## src/rtl/cpbs_pkg.sv

```systemverilog
// ----------------------------------------------------------------------------
// cpbs_pkg
// Shared types, constants and the microcode program of the blend-stops unit.
// ----------------------------------------------------------------------------
package cpbs_pkg;

  // luminance weights
  localparam logic [9:0] LUMA_W_RED   = 10'd299;
  localparam logic [9:0] LUMA_W_GREEN = 10'd587;
  localparam logic [9:0] LUMA_W_BLUE  = 10'd114;

  localparam int LUMA_W  = 18;
  localparam int CHAN_W  = 8;
  localparam int TOTAL_W = 9;
  localparam int IN_DATA_W  = 24;
  localparam int OUT_DATA_W = 88;
  localparam int PC_W = 4;

  localparam logic [1:0] CH_LAST   = 2'd2;
  localparam logic [2:0] ITER_LAST = 3'd7;

  typedef enum logic [3:0] {
    UOP_NOP,
    UOP_ACCEPT,
    UOP_LUMA,
    UOP_UPDATE,
    UOP_DIV_INIT,
    UOP_DIV_STEP,
    UOP_DIV_STORE,
    UOP_BLEND,
    UOP_CLEAR,
    UOP_EMIT
  } uop_e;

  typedef enum logic [3:0] {
    COND_NEVER,
    COND_ALWAYS,
    COND_NO_INPUT,
    COND_IS_CLEAR,
    COND_FULL,
    COND_LT2,
    COND_ITER_MORE,
    COND_CH_MORE,
    COND_OUT_FULL
  } cond_e;

  typedef struct packed {
    uop_e             uop;
    cond_e            cond;
    logic [PC_W-1:0]  target;
  } ucode_t;

  typedef struct packed {
    logic in_valid;
    logic is_clear;
    logic full;
    logic lt2;
    logic iter_more;
    logic ch_more;
    logic out_full;
  } status_t;

  // program step addresses
  localparam logic [PC_W-1:0] STEP_WAIT     = 4'd0;
  localparam logic [PC_W-1:0] STEP_DECODE   = 4'd1;
  localparam logic [PC_W-1:0] STEP_LUMA     = 4'd2;
  localparam logic [PC_W-1:0] STEP_UPDATE   = 4'd3;
  localparam logic [PC_W-1:0] STEP_CHECK    = 4'd4;
  localparam logic [PC_W-1:0] STEP_DIV_INIT = 4'd5;
  localparam logic [PC_W-1:0] STEP_DIV_STEP = 4'd6;
  localparam logic [PC_W-1:0] STEP_DIV_DONE = 4'd7;
  localparam logic [PC_W-1:0] STEP_BLEND    = 4'd8;
  localparam logic [PC_W-1:0] STEP_CLEAR    = 4'd9;
  localparam logic [PC_W-1:0] STEP_EMIT     = 4'd10;
  localparam logic [PC_W-1:0] STEP_RETURN   = 4'd11;

  function automatic ucode_t ucode_rom(input logic [PC_W-1:0] pc);
    ucode_t w;
    unique case (pc)
      STEP_WAIT:     w = '{UOP_ACCEPT,    COND_NO_INPUT,  STEP_WAIT};
      STEP_DECODE:   w = '{UOP_NOP,       COND_IS_CLEAR,  STEP_CLEAR};
      STEP_LUMA:     w = '{UOP_LUMA,      COND_FULL,      STEP_EMIT};
      STEP_UPDATE:   w = '{UOP_UPDATE,    COND_NEVER,     STEP_WAIT};
      STEP_CHECK:    w = '{UOP_NOP,       COND_LT2,       STEP_EMIT};
      STEP_DIV_INIT: w = '{UOP_DIV_INIT,  COND_NEVER,     STEP_WAIT};
      STEP_DIV_STEP: w = '{UOP_DIV_STEP,  COND_ITER_MORE, STEP_DIV_STEP};
      STEP_DIV_DONE: w = '{UOP_DIV_STORE, COND_CH_MORE,   STEP_DIV_INIT};
      STEP_BLEND:    w = '{UOP_BLEND,     COND_ALWAYS,    STEP_EMIT};
      STEP_CLEAR:    w = '{UOP_CLEAR,     COND_NEVER,     STEP_WAIT};
      STEP_EMIT:     w = '{UOP_EMIT,      COND_OUT_FULL,  STEP_EMIT};
      STEP_RETURN:   w = '{UOP_NOP,       COND_ALWAYS,    STEP_WAIT};
      default:       w = '{UOP_NOP,       COND_ALWAYS,    STEP_WAIT};
    endcase
    return w;
  endfunction

endpackage

```

## src/rtl/cpbs_seq.sv

```systemverilog
// ----------------------------------------------------------------------------
// cpbs_seq
// Step counter and control store; picks the next step from the jump field.
// ----------------------------------------------------------------------------
module cpbs_seq (
  input  logic               clk_i,
  input  logic               rst_ni,
  input  cpbs_pkg::status_t  status_i,
  output cpbs_pkg::uop_e     uop_o
);

  logic [cpbs_pkg::PC_W-1:0] pc_q, pc_d;
  cpbs_pkg::ucode_t          word;
  logic                      take;

  always_comb begin
    word = cpbs_pkg::ucode_rom(pc_q);
    unique case (word.cond)
      cpbs_pkg::COND_NEVER:     take = 1'b0;
      cpbs_pkg::COND_ALWAYS:    take = 1'b1;
      cpbs_pkg::COND_NO_INPUT:  take = !status_i.in_valid;
      cpbs_pkg::COND_IS_CLEAR:  take = status_i.is_clear;
      cpbs_pkg::COND_FULL:      take = status_i.full;
      cpbs_pkg::COND_LT2:       take = status_i.lt2;
      cpbs_pkg::COND_ITER_MORE: take = status_i.iter_more;
      cpbs_pkg::COND_CH_MORE:   take = status_i.ch_more;
      cpbs_pkg::COND_OUT_FULL:  take = status_i.out_full;
      default:                  take = 1'b0;
    endcase
    pc_d  = take ? word.target : pc_q + 1'b1;
    uop_o = word.uop;
  end

  always_ff @(posedge clk_i or negedge rst_ni) begin
    if (!rst_ni) begin
      pc_q <= cpbs_pkg::STEP_WAIT;
    end else begin
      pc_q <= pc_d;
    end
  end

endmodule

```

## src/rtl/cpbs_datapath.sv

```systemverilog
// ----------------------------------------------------------------------------
// cpbs_datapath
// Sums, count, extremes, shared restoring divider, blend adders, output stage.
// ----------------------------------------------------------------------------
module cpbs_datapath #(
  parameter int MAX_PICKS = 256
) (
  input  logic                                clk_i,
  input  logic                                rst_ni,
  input  cpbs_pkg::uop_e                      uop_i,
  input  logic                                in_valid_i,
  input  logic [cpbs_pkg::IN_DATA_W-1:0]      in_data_i,
  input  logic                                in_user_i,
  input  logic                                out_ready_i,
  output logic                                out_valid_o,
  output logic [cpbs_pkg::OUT_DATA_W-1:0]     out_data_o,
  output logic                                out_user_o,
  output cpbs_pkg::status_t                   status_o
);

  localparam int CW = $clog2(MAX_PICKS + 1);
  localparam int DW = CW + cpbs_pkg::CHAN_W;
  localparam logic [CW-1:0] MAX_CNT = CW'(MAX_PICKS);
  localparam logic [CW-1:0] TWO_CNT = CW'(2);

  localparam int CH = cpbs_pkg::CHAN_W;
  localparam int LW = cpbs_pkg::LUMA_W;

  logic          op_q;
  logic [CH-1:0] pix_q    [3];
  logic [LW-1:0] luma_q;
  logic [DW-1:0] sum_q    [3];
  logic [CW-1:0] count_q;
  logic [CH-1:0] dark_q   [3];
  logic [CH-1:0] bright_q [3];
  logic [LW-1:0] dark_luma_q, bright_luma_q;
  logic [DW-1:0] rem_q, dvs_q;
  logic [CH-1:0] quo_q;
  logic [2:0]    iter_q;
  logic [1:0]    ch_q;
  logic [CH-1:0] low_q    [3];
  logic [CH-1:0] mean_q   [3];
  logic [CH-1:0] high_q   [3];
  logic          stops_ok_q;
  logic          out_valid_q;
  logic [cpbs_pkg::OUT_DATA_W-1:0] out_data_q;
  logic          out_user_q;

  logic [LW-1:0] luma_d;
  logic [DW-1:0] sum_sel;
  logic          rem_ge;
  logic [CH-1:0] low_d  [3];
  logic [CH-1:0] high_d [3];
  logic [CH-1:0] gate   [9];

  always_comb begin
    luma_d = LW'(pix_q[0]) * LW'(cpbs_pkg::LUMA_W_RED)
           + LW'(pix_q[1]) * LW'(cpbs_pkg::LUMA_W_GREEN)
           + LW'(pix_q[2]) * LW'(cpbs_pkg::LUMA_W_BLUE);
    case (ch_q)
      2'd0:    sum_sel = sum_q[0];
      2'd1:    sum_sel = sum_q[1];
      default: sum_sel = sum_q[2];
    endcase
    rem_ge = (rem_q >= dvs_q);
    for (int i = 0; i < 3; i++) begin
      low_d[i]  = CH'(({1'b0, dark_q[i]} + {1'b0, mean_q[i]} + 9'd1) >> 1);
      high_d[i] = CH'(({1'b0, mean_q[i]} + {1'b0, bright_q[i]} + 9'd1) >> 1);
      gate[i]     = stops_ok_q ? low_q[i]  : '0;
      gate[3 + i] = stops_ok_q ? mean_q[i] : '0;
      gate[6 + i] = stops_ok_q ? high_q[i] : '0;
    end
  end

  always_comb begin
    status_o.in_valid  = in_valid_i;
    status_o.is_clear  = op_q;
    status_o.full      = (count_q >= MAX_CNT);
    status_o.lt2       = (count_q < TWO_CNT);
    status_o.iter_more = (iter_q != '0);
    status_o.ch_more   = (ch_q != cpbs_pkg::CH_LAST);
    status_o.out_full  = out_valid_q;
  end

  always_ff @(posedge clk_i or negedge rst_ni) begin
    if (!rst_ni) begin
      op_q          <= 1'b0;
      luma_q        <= '0;
      count_q       <= '0;
      dark_luma_q   <= '0;
      bright_luma_q <= '0;
      rem_q         <= '0;
      dvs_q         <= '0;
      quo_q         <= '0;
      stops_ok_q    <= 1'b0;
      out_valid_q   <= 1'b0;
      iter_q        <= '0;
      ch_q          <= '0;
      for (int i = 0; i < 3; i++) begin
        pix_q[i]    <= '0;
        sum_q[i]    <= '0;
        dark_q[i]   <= '0;
        bright_q[i] <= '0;
        low_q[i]    <= '0;
        mean_q[i]   <= '0;
        high_q[i]   <= '0;
      end
    end else begin
      if (out_valid_q && out_ready_i) begin
        out_valid_q <= 1'b0;
      end
      unique case (uop_i)
        cpbs_pkg::UOP_ACCEPT: begin
          if (in_valid_i) begin
            op_q     <= in_user_i;
            pix_q[0] <= in_data_i[7:0];
            pix_q[1] <= in_data_i[15:8];
            pix_q[2] <= in_data_i[23:16];
          end
        end
        cpbs_pkg::UOP_LUMA: begin
          luma_q <= luma_d;
        end
        cpbs_pkg::UOP_UPDATE: begin
          // first colour seeds both extremes; dark keeps the first minimum
          if (count_q == '0 || luma_q < dark_luma_q) begin
            dark_luma_q <= luma_q;
            for (int i = 0; i < 3; i++) dark_q[i] <= pix_q[i];
          end
          if (count_q == '0 || luma_q >= bright_luma_q) begin
            bright_luma_q <= luma_q;
            for (int i = 0; i < 3; i++) bright_q[i] <= pix_q[i];
          end
          for (int i = 0; i < 3; i++) sum_q[i] <= sum_q[i] + DW'(pix_q[i]);
          count_q <= count_q + 1'b1;
          ch_q    <= '0;
        end
        cpbs_pkg::UOP_DIV_INIT: begin
          // round to nearest by adding half the divisor
          rem_q  <= sum_sel + DW'(count_q >> 1);
          dvs_q  <= DW'(count_q) << 7;
          iter_q <= cpbs_pkg::ITER_LAST;
        end
        cpbs_pkg::UOP_DIV_STEP: begin
          if (rem_ge) begin
            rem_q <= rem_q - dvs_q;
          end
          quo_q  <= {quo_q[CH-2:0], rem_ge};
          dvs_q  <= dvs_q >> 1;
          iter_q <= iter_q - 1'b1;
        end
        cpbs_pkg::UOP_DIV_STORE: begin
          mean_q[ch_q] <= quo_q;
          ch_q         <= ch_q + 1'b1;
        end
        cpbs_pkg::UOP_BLEND: begin
          for (int i = 0; i < 3; i++) begin
            low_q[i]  <= low_d[i];
            high_q[i] <= high_d[i];
          end
          stops_ok_q <= 1'b1;
        end
        cpbs_pkg::UOP_CLEAR: begin
          count_q       <= '0;
          dark_luma_q   <= '0;
          bright_luma_q <= '0;
          stops_ok_q    <= 1'b0;
          for (int i = 0; i < 3; i++) begin
            sum_q[i]    <= '0;
            dark_q[i]   <= '0;
            bright_q[i] <= '0;
          end
        end
        cpbs_pkg::UOP_EMIT: begin
          if (!out_valid_q) begin
            out_valid_q <= 1'b1;
          end
        end
        default: ;
      endcase
    end
  end

  // result payload, loaded when the output stage is free
  always_ff @(posedge clk_i or negedge rst_ni) begin
    if (!rst_ni) begin
      out_user_q <= 1'b0;
      out_data_q <= '0;
    end else if (uop_i == cpbs_pkg::UOP_EMIT && !out_valid_q) begin
      out_user_q <= stops_ok_q;
      out_data_q <= {7'b0, gate[8], gate[7], gate[6], gate[5], gate[4], gate[3],
                     gate[2], gate[1], gate[0], cpbs_pkg::TOTAL_W'(count_q)};
    end
  end

  assign out_valid_o = out_valid_q;
  assign out_data_o  = out_data_q;
  assign out_user_o  = out_user_q;

  a_stops_need_two: assert property (@(posedge clk_i) disable iff (!rst_ni)
    stops_ok_q |-> (count_q >= TWO_CNT))
    else $error("stops marked valid with fewer than two colors");

  a_count_bound: assert property (@(posedge clk_i) disable iff (!rst_ni)
    count_q <= MAX_CNT)
    else $error("held count above capacity");

  a_div_remainder: assert property (@(posedge clk_i) disable iff (!rst_ni)
    (uop_i == cpbs_pkg::UOP_DIV_STORE) |-> (rem_q < DW'(count_q)))
    else $error("divider remainder not below count");

endmodule

```

## src/rtl/color_pick_blend_stops_unit.sv

```systemverilog
// Sequence: an accepted add that leaves two or more colors held runs the shared
//   8-step restoring divider once per channel, then blends and emits; the
//   first add after a clear, a clear, or an add to a full selection emits
//   without dividing. Flow: one item in flight; the next item is accepted
//   only after the previous result is loaded into the output stage.
// Reset: all sums, count, extremes and stops return to zero; output empty.
// ----------------------------------------------------------------------------
// color_pick_blend_stops_unit
// Running color pick statistics: mean plus dark and bright blend stops.
// ----------------------------------------------------------------------------
module color_pick_blend_stops_unit #(
  parameter int MAX_PICKS = 256
) (
  input  logic        clk_i,
  input  logic        rst_ni,
  input  logic        s_axis_tvalid_i,
  output logic        s_axis_tready_o,
  input  logic [23:0] s_axis_tdata_i,  // red[7:0], green[15:8], blue[23:16]
  input  logic        s_axis_tuser_i,  // op: 0 add, 1 clear
  output logic        m_axis_tvalid_o,
  input  logic        m_axis_tready_i,
  // pick_total[8:0], low_blend r/g/b, mean r/g/b, high_blend r/g/b, zero pad
  output logic [87:0] m_axis_tdata_o,
  output logic        m_axis_tuser_o   // stops_live: two or more colors held
);

  cpbs_pkg::uop_e    uop;
  cpbs_pkg::status_t status;

  cpbs_seq u_seq (
    .clk_i    (clk_i),
    .rst_ni   (rst_ni),
    .status_i (status),
    .uop_o    (uop)
  );

  cpbs_datapath #(
    .MAX_PICKS (MAX_PICKS)
  ) u_datapath (
    .clk_i       (clk_i),
    .rst_ni      (rst_ni),
    .uop_i       (uop),
    .in_valid_i  (s_axis_tvalid_i),
    .in_data_i   (s_axis_tdata_i),
    .in_user_i   (s_axis_tuser_i),
    .out_ready_i (m_axis_tready_i),
    .out_valid_o (m_axis_tvalid_o),
    .out_data_o  (m_axis_tdata_o),
    .out_user_o  (m_axis_tuser_o),
    .status_o    (status)
  );

  assign s_axis_tready_o = (uop == cpbs_pkg::UOP_ACCEPT);

endmodule
```

## config.mk

```make
export PLATFORM = sky130hd
export DESIGN_NAME = color_pick_blend_stops_unit
export DESIGN_NICKNAME = d
export VERILOG_FILES = /design/src/rtl/cpbs_pkg.sv /design/src/rtl/cpbs_seq.sv /design/src/rtl/cpbs_datapath.sv /design/src/rtl/color_pick_blend_stops_unit.sv
export SDC_FILE = /design/constraint.sdc
export NUM_CORES = 1
export LEC_CHECK = 0
export ABC_CLOCK_PERIOD_IN_PS = 6800
export BUFFER_PORTS_ARGS = -buffer_cell sky130_fd_sc_hd__buf_2
export CAP_MARGIN = 20
export CORE_MARGIN = 2
export CORE_UTILIZATION = 35
export DETAILED_ROUTE_END_ITERATION = 16
export HOLD_SLACK_MARGIN = 0.1
export PLACE_DENSITY = 0.52
export RECOVER_POWER = 50
export SYNTH_ARGS = -nofsm -noshare
export SYNTH_HDL_FRONTEND = slang
export SYNTH_SLANG_ARGS = --single-unit
```

## constraint.sdc

```tcl
create_clock -name clk_i -period 6.8 [get_ports clk_i]
set_clock_uncertainty 0.05 [all_clocks]
set_input_delay 1.36 -clock clk_i [delete_from_list [all_inputs] [get_ports clk_i]]
set_output_delay 1.36 -clock clk_i [all_outputs]
set_load 0.01 [all_outputs]
```

# Word-level counts from Yosys, hierarchy flattened

Memory sizes are Yosys's and may differ from the RTL's.
Index checks and enable logic that the tools add are counted.

Register bits: 394
Memory bits (read-only): 192
Output and inout bits: 91
Memories: 1

Memory list:

| name             | words | width | rd ports | clocked after Yosys merged registers in | write ports | line           | RTL |
|---|---|---|---|---|---|---|---|
| (name not given) | 16    | 12    | 1        | 0                                       | 0           | cpbs_pkg.sv:79 | `unique case (pc)` |

Add/subtract/negate cells: 23
Multipliers: 3
$lt $le $gt $ge: 7
Eq/ne operators: 22
Multiplexer cells: 34
Bitwise gates (word level): 1
Reduce and logical (&&, ||, !) cells: 18

Operator list:

| operator                                             | number |
|---|---|
| case mux 17 bit (2 select lines)                     | 3 |
| case mux 51 bit (2 select lines)                     | 1 |
| case mux 24 bit (2 select lines)                     | 2 |
| two-way mux 8 bit                                    | 10 |
| case mux 18 bit (2 select lines)                     | 2 |
| adder 17 x 8 -> 17 bit                               | 4 |
| adder 9 x 1 -> 9 bit (second input constant)         | 7 |
| adder 8 x 8 -> 9 bit                                 | 6 |
| two-way mux 24 bit                                   | 2 |
| two-way mux 18 bit                                   | 2 |
| equality test 4 x 3 -> 1 bit (second input constant) | 8 |
| bitwise mux 24 bit                                   | 1 |
| adder 17 x 18 -> 18 bit                              | 1 |
| adder 18 x 15 -> 18 bit                              | 1 |
| >= comparator 18 bit                                 | 1 |
| less-than comparator 18 bit                          | 1 |
| multiplier 8 x 10 -> 18 bit (second input constant)  | 1 |
| case mux 9 bit (2 select lines)                      | 1 |
| >= comparator 17 bit                                 | 1 |
| multiplier 8 x 9 -> 17 bit (second input constant)   | 1 |
| two-way mux 17 bit                                   | 1 |
| subtractor 17 bit                                    | 1 |
| demux 8 bit (select 2 bit)                           | 1 |
| equality test 4 x 2 -> 1 bit (second input constant) | 4 |
| 28 further kinds                                     | 45 |

# Longest topological paths before layout

Gate-level depths: netlist (run 1).

Depth after elaboration: 6
Mapped depth: 26
Depth with buffers taken out: 26

# Cells and area by module

A second synthesis (run 1) with hierarchy kept.

Cell total of the unflattened synthesis: 2487
Area, all modules: 24604.8 µm²

By module, submodules not included:

| module                      | instances | cells an instance | area an instance (µm²) |
|---|---|---|---|
| cpbs_datapath               | 1         | 2420              | 24023.0 |
| cpbs_seq                    | 1         | 66                | 566.8 |
| color_pick_blend_stops_unit | 1         | 1                 | 15.0 |

# Least setup slack after synthesis (run 1)

Ideal clock, no wire load.

Path kind: register -> register
Start point: register u_datapath.pix_q[0] in the netlist's numbering
End point: register u_datapath.luma_q[16]
Library setup time: 135 ps
Arrival time: 5986 ps
Required time: 6615 ps
Slack: 630 ps
Stages on the path, launching flop included: 23
Buffers on the path: 0
Period minus slack after synthesis: 6170 ps
Path through: dfrtp_1 fa_1 inv_1 fa_1 inv_1 ha_1 ha_1 fa_1 xor2_1 ha_1 fa_1 inv_1 fa_1 fa_1 inv_1 ha_1 a2111oi_0 o211ai_1 a41oi_1 o21ai_0 a21oi_1 xor2_1 o21ai_0

Longest elaborated chain between the ends: 2

RTL lines:

| element                    | line                 | RTL |
|---|---|---|
| from (decl)                | cpbs_datapath.sv:30  | `logic [CH-1:0] pix_q [3];` |
| multiplier 8 x 6 -> 14 bit | cpbs_datapath.sv:59  | `+ LW'(pix_q[2]) * LW'(cpbs_pkg::LUMA_W_BLUE);` |
| adder 18 x 15 -> 18 bit    | cpbs_datapath.sv:59  |  |
| to (signal assigned)       | cpbs_datapath.sv:122 | `luma_q <= luma_d;` |
| to (decl)                  | cpbs_datapath.sv:31  | `logic [LW-1:0] luma_q;` |

Every way passes these cells.
A chain may end at the register's enable or synchronous reset.

# Final worst setup path (run 1)

Start point: register u_datapath.pix_q[2] in the netlist's numbering
End point: register u_datapath.luma_q[17]

Same word-level chain as after synthesis.

==> metrics.txt, run 1 <==
Yosys Warn Count=0; synthesized area=25500 um2; critical path peak fanout=6; CP Data Required Time=7190 ps; Hold Path Cell Cnt=2; R2R cell count=25; CTS sink cnt=393; final hold vios=0; Fin Setup TNS=0 ps; largest net degree at the start of global routing=141; DR vias/cell=5.22; fillers=7128; Placer Congestion=0.893; failing checks=capacitance limit, slew limit; Hold-fix buffers, CTS=0; nets@finish=3145; Max Buffers Root-to-Sink=3; die height=274 um; met3 wire length=3.62 mm; Critical Path End Type=flip-flop; unique cell type count in the Yosys netlist=75; R2R Setup Slk=440 ps; Max Transition Viols Final=400; die area=74900 um2; outcome=complete, but fails checks; CTS tree=yes; WP data arrival=6750 ps; Synth-to-Final Area Change=12.7%; port bufs=112; endpoints failing setup=0; Worst-Skew Late Latency=620 ps; Crit Reg-Reg Endpoint=u_datapath.luma_q[17]; routed len/inst=19.0 um; headroom to the max-slew limit=-119%; post-synth top area share=38.6%; DR iter-0 viols=1528; Mapped Avg Cell Area=9.36 um2; minimum clock period=6360 ps; drc violations=0; Met1 Routed Length=34.4 mm; Root Buffer=clkbuf_16; hold_sp=u_datapath.out_data_o[76]; fraction of registers with async set/reset=100%; RSZ-0062 raised after global routing=false; synth top area cells=dfrtp_1 (39%), ha_1 (12%), fa_1 (6.5%), nand2_1 (6.1%), o21ai_0 (4.5%); core area=71700 um2; Post-synth EDFFs=0; Synth Instances=2718; number of I/O pins=120; vias post-DR=19700; share of layout cells above drive strength 1=10.7%; crit path launch type=flip-flop; global-route wire length before repair=114 mm; chip width=274 um; grt ovf=0; uppermost layer routed=met5; total of max-cap violations=4; DRT antenna net count=0; n_diodes=0; most instantiated cells after synthesis=nand2_1 (416), dfrtp_1 (393), inv_1 (256), ha_1 (240), o21ai_0 (231); period utilization=93.5%; Worst path max stage delay=540 ps; worst hold endpoint=u_datapath.out_data_o[76]; TritonCTS Buffers=48; Critical-path top delay cell=fa_1; Slew @ Worst Pin=3290 ps; Pre-antenna DRT Iters=5; WL met2=32.0 mm; DP Wirelength=53.1 mm; initial antenna violation count=6; Seq/Total Area, Yosys=38.6%; initial core utilization=35.5%; Tot GR Track Use=19.5%; most numerous cell in the Yosys netlist=nand2_1; Achievable Freq=157 MHz; Hold Path Class=reg2reg; Seq cells post-synth=393; vias in the first global route=19900; Top FF cell, synth=dfrtp_1; Reg clk slew, reported paths=60 ps; CTS H-tree depth=2; WL final=71.9 mm; area leader, netlist=dfrtp_1; # rows=98; CP Class=reg2reg; Worst R2R Start=u_datapath.pix_q[2]
## cell families after synthesis
logic type / share of synthesized area [%]
and+or+nand+nor: 13.1
AOI/OAI and AO/OA: 15.9
DFF: 38.6
buffers and inverters: 5.89
adders and majority gates: 18.3
xor gates and xnor gates: 3.72
muxes: 4.43
other: 0.0147
## worst max-delay path by stage
| stage | start | endpoint | slack (ps) | cells past startpoint |
|---|---|---|---|---|
| floorplan | u_datapath.pix_q[0] | u_datapath.luma_q[16] | 630 | 22 |
| global placement | u_datapath.pix_q[2] | u_datapath.luma_q[16] | 230 | 22 |
| detailed placement | u_datapath.pix_q[2] | u_datapath.luma_q[16] | 80 | 21 |
| CTS | u_datapath.pix_q[2] | u_datapath.luma_q[16] | 20 | 21 |
| global route | u_datapath.pix_q[2] | u_datapath.luma_q[17] | 20 | 25 |
| finish | u_datapath.pix_q[2] | u_datapath.luma_q[17] | 440 | 25 |
## sequential cells by signal, indices dropped and copies added, names as in the netlist
name / count
u_datapath.low_q: 24
u_datapath.dark_q: 24
u_datapath.out_user_o: 1
u_datapath.bright_q: 24
u_datapath.op_q: 1
u_datapath.dvs_q: 16
u_datapath.out_data_o: 81
u_datapath.count_q: 9
u_datapath.luma_q: 18
u_datapath.quo_q: 8
u_datapath.rem_q: 17
u_seq.pc_q: 4
u_datapath.mean_q: 24
u_datapath.pix_q: 24
u_datapath.sum_q: 51
u_datapath.out_valid_o: 1
u_datapath.ch_q: 2
u_datapath.iter_q: 3
u_datapath.stops_ok_q: 1
u_datapath.high_q: 24
u_datapath.dark_luma_q: 18
u_datapath.bright_luma_q: 18
## layout by cell type (no fill, tap or decap), types with 7 or more instances in the layout
cell type,count
a211o_1,7
a211oi_1,10
a21boi_0,9
a21o_1,45
a21oi_1,96
a22oi_1,14
a31oi_1,49
buf_2,84
buf_4,34
bufinv_16,7
clkbuf_1,37
clkbuf_16,48
clkbuf_8,8
clkinv_2,11
conb_1,7
dfrtp_1,390
fa_1,83
ha_1,240
inv_1,256
mux2_2,70
mux2i_1,34
nand2_1,415
nand2b_1,16
nand3_1,113
nand4_1,20
nor2_1,111
nor2b_1,12
nor3_1,19
o211ai_1,52
o21a_1,7
o21ai_0,230
o21bai_1,25
o31ai_1,30
o32a_1,16
or2_2,10
xnor2_1,73
xor2_1,35
## area by class of cell
cell class | count | area (um2) | share of cell area (%)
multi-input cells | 1943 | 14200 | 49.5
well taps | 950 | 1190 | 4.14
clock inverters | 24 | 357 | 1.24
repair buffers | 151 | 808 | 2.82
clock buffers | 63 | 1340 | 4.66
flip-flops and latches | 393 | 9840 | 34.3
inverters | 256 | 961 | 3.35
## per-layer routing
metal,up-vias,GRT usage (%)
li1,9526,-
met1,9655,28.1
met2,442,30.4
met3,99,2.53
met4,2,5.80
met5,-,0
## repair_timing
action	CTS	global route
endpoints found under the setup margin	0	4
gates resized for setup	0	5
buffers inserted	0	1
## worst max-delay path: cells and delay by family, from the launching register on
kind            cells  cell delay (ps)
fa+ha+maj           8             3300
xor+xnor            2              310
buf+inv             4              280
flops               1              460
compound gates     11             1790
## through the flow
step	cells	instance area (um2)	setup WS [ps]	util [%]	hold slack, ps
3_3_place_gp	3692	27100	230	37.7	405
5_1_grt	3780	28700	15.6	40.0	451
4_1_cts	3779	28700	16.8	40.1	426
2_1_floorplan	2724	25500	630	-	390
6_report	3780	28700	443	40.0	424
3_5_place_dp	3692	27100	79.5	37.7	416
Power of run 1 is left out: the tool's default activity adds up to more than one toggle a clock period on the data nets, which glitch-free logic cannot reach.
==> run 2: changes to the inputs <==
--- a/config.mk
+++ b/config.mk
@@ -5,14 +5,14 @@
 export SDC_FILE = /design/constraint.sdc
 export NUM_CORES = 1
 export LEC_CHECK = 0
-export ABC_CLOCK_PERIOD_IN_PS = 6800
+export ABC_CLOCK_PERIOD_IN_PS = 5400
 export BUFFER_PORTS_ARGS = -buffer_cell sky130_fd_sc_hd__buf_2
 export CAP_MARGIN = 20
 export CORE_MARGIN = 2
 export CORE_UTILIZATION = 35
 export DETAILED_ROUTE_END_ITERATION = 16
 export HOLD_SLACK_MARGIN = 0.1
-export PLACE_DENSITY = 0.52
+export PLACE_DENSITY_LB_ADDON = 0.3
 export RECOVER_POWER = 50
 export SYNTH_ARGS = -nofsm -noshare
 export SYNTH_HDL_FRONTEND = slang
==> constraint.sdc (replaced) <==
create_clock -name clk_i -period 5.4 [get_ports clk_i]
set_clock_uncertainty 0.05 [all_clocks]
set_input_delay 1.08 -clock clk_i [delete_from_list [all_inputs] [get_ports clk_i]]
set_output_delay 1.08 -clock clk_i [all_outputs]
set_load 0.01 [all_outputs]
==> metrics.txt, run 2 (synthesized netlist as in run 1, its figures left out) <==
routed len/inst=17.8 um; Hold Path Cell Cnt=1; Hold Path Class=reg2reg; endpoints failing setup=8; drc violations=0; RSZ-0062 raised after global routing=true; Tot GR Track Use=18.3%; CP Class=reg2reg; Synth-to-Final Area Change=14.8%; minimum clock period=5900 ps; grt ovf=0; Multi-input gate area=14400 um2; DRT antenna net count=0; Max Transition Viols Final=71; largest net degree at the start of global routing=145; Crit Reg-Reg Endpoint=u_datapath.luma_q[14]; R2R cell count=22; Achievable Freq=169 MHz; DP Wirelength=51.1 mm; period utilization=109%; Reg clk slew, reported paths=60 ps; CP delay by family, top=adder cells; Reg area=9840 um2; failing checks=capacitance limit, slew limit, setup timing; die height=274 um; DR vias/cell=5.11; port bufs=112; critical path peak fanout=3; CTS sink cnt=393; Worst-Skew Late Latency=600 ps; crit path launch type=flip-flop; Worst path max stage delay=540 ps; initial core utilization=35.5%; Final WS setup=-500 ps; Pre-antenna DRT Iters=5; CTS tree=yes; CTS H-tree depth=2; Max Buffers Root-to-Sink=3; hold_sp=u_datapath.iter_q[0]; WL final=68.4 mm; Post-DP Area=27600 um2; post-route design area=29200 um2; Critical Path End Type=flip-flop; number of I/O pins=120; Critical-path top delay cell=fa_2; TritonCTS Buffers=46; outcome=complete, but fails checks; n_diodes=0; nets@finish=3198; Slew @ Worst Pin=4200 ps; vias in the first global route=18900; vias post-DR=19600; R2R Setup Slk=-500 ps; headroom to the max-slew limit=-180%; total of max-cap violations=1; Worst R2R Start=u_datapath.pix_q[2]; chip width=274 um; core area=71700 um2; CP startpoint=u_datapath.pix_q[2]; share of layout cells above drive strength 1=13.1%; initial antenna violation count=8; sequence of cells on the critical path=fa_1 > inv_1 > fa_1 > inv_2 > ha_4 > ha_4 > fa_2 > xor2_2 > ha_2 > inv_2 > fa_1 > fa_2 > fa_2 > inv_2 > ha_4 > a2111oi_4 > o211ai_1 > a41oi_2 > buf_4 > o21bai_1 > xnor2_1 > o21ai_1; CP Data Required Time=5810 ps; WP data arrival=6310 ps; DR iter-0 viols=1419; hold_ws=422 ps; worst hold endpoint=u_datapath.iter_q[0]; die area=74900 um2; Bufs and invs on worst path=5; global-route wire length before repair=109 mm; most frequent cells in the layout=nand2_1 (415), dfrtp_1 (389), inv_1 (248); Placer Congestion=0.886; # rows=98; fillers=7131; commonest non-fill, non-tap cell in the layout=nand2_1; Root Buffer=clkbuf_16; final hold vios=0; max reg flops=81
[run 2: changes by cell type in the layout (fill, tap and decap cells not counted), sizes merged]
cell | before | now
buf | 118 | 166
clkinvlp | 1 | 3
clkinv | 14 | 9
bufinv | 7 | 5
clkbuf | 96 | 106
[run 2: metrics by stage]
step	setup slack (ps)	TNS (ps)	util [%]	instances
2_1_floorplan	-355	-1730	-	2724
3_3_place_gp	-565	-3820	38.4	3743
3_5_place_dp	-583	-4010	38.4	3743
4_1_cts	-536	-3460	40.7	3829
5_1_grt	-682	-44870	40.7	3833
6_report	-500	-3080	40.7	3833
[run 2: area by class of cell]
type | count | area share, %
clock inverter | 19 | 0.929
inverter | 256 | 3.30
tap | 950 | 4.07
sequential | 393 | 33.7
multi-input combinational | 1943 | 49.3
clock buffer | 66 | 4.37
timing repair buffer | 206 | 4.35
[run 2: worst max-delay path by stage]
| stage | slack (ps) | cells past startpoint | to |
|---|---|---|---|
| after global routing | -680 | 22 | u_datapath.luma_q[14] |
| after floorplan | -350 | 22 | u_datapath.luma_q[16] |
| final | -500 | 22 | u_datapath.luma_q[14] |
| after detailed placement | -580 | 22 | u_datapath.luma_q[14] |
| after global placement | -560 | 22 | u_datapath.luma_q[17] |
| after CTS | -540 | 22 | u_datapath.luma_q[16] |
[run 2: metal layers]
metal  vias up  part of all wire (%)  global-route usage (%)
met5         -                 0.016                       0
met4         2                   2.4                    5.19
met3        99                   4.4                    2.81
met2       382                    44                    28.2
met1      9454                    49                    26.6
li1       9650                     -                       -
[run 2: what timing repair did]
| item | in CTS | in global routing |
|---|---|---|
| setup buffers | 1 | 3 |
| gates resized for setup | 11 | 19 |
| hold buffers | 0 | 0 |
| endpoints found under the setup margin | 9 | 9 |
| pin swaps | 10 | 27 |
Power of run 2 is left out for the same reason.
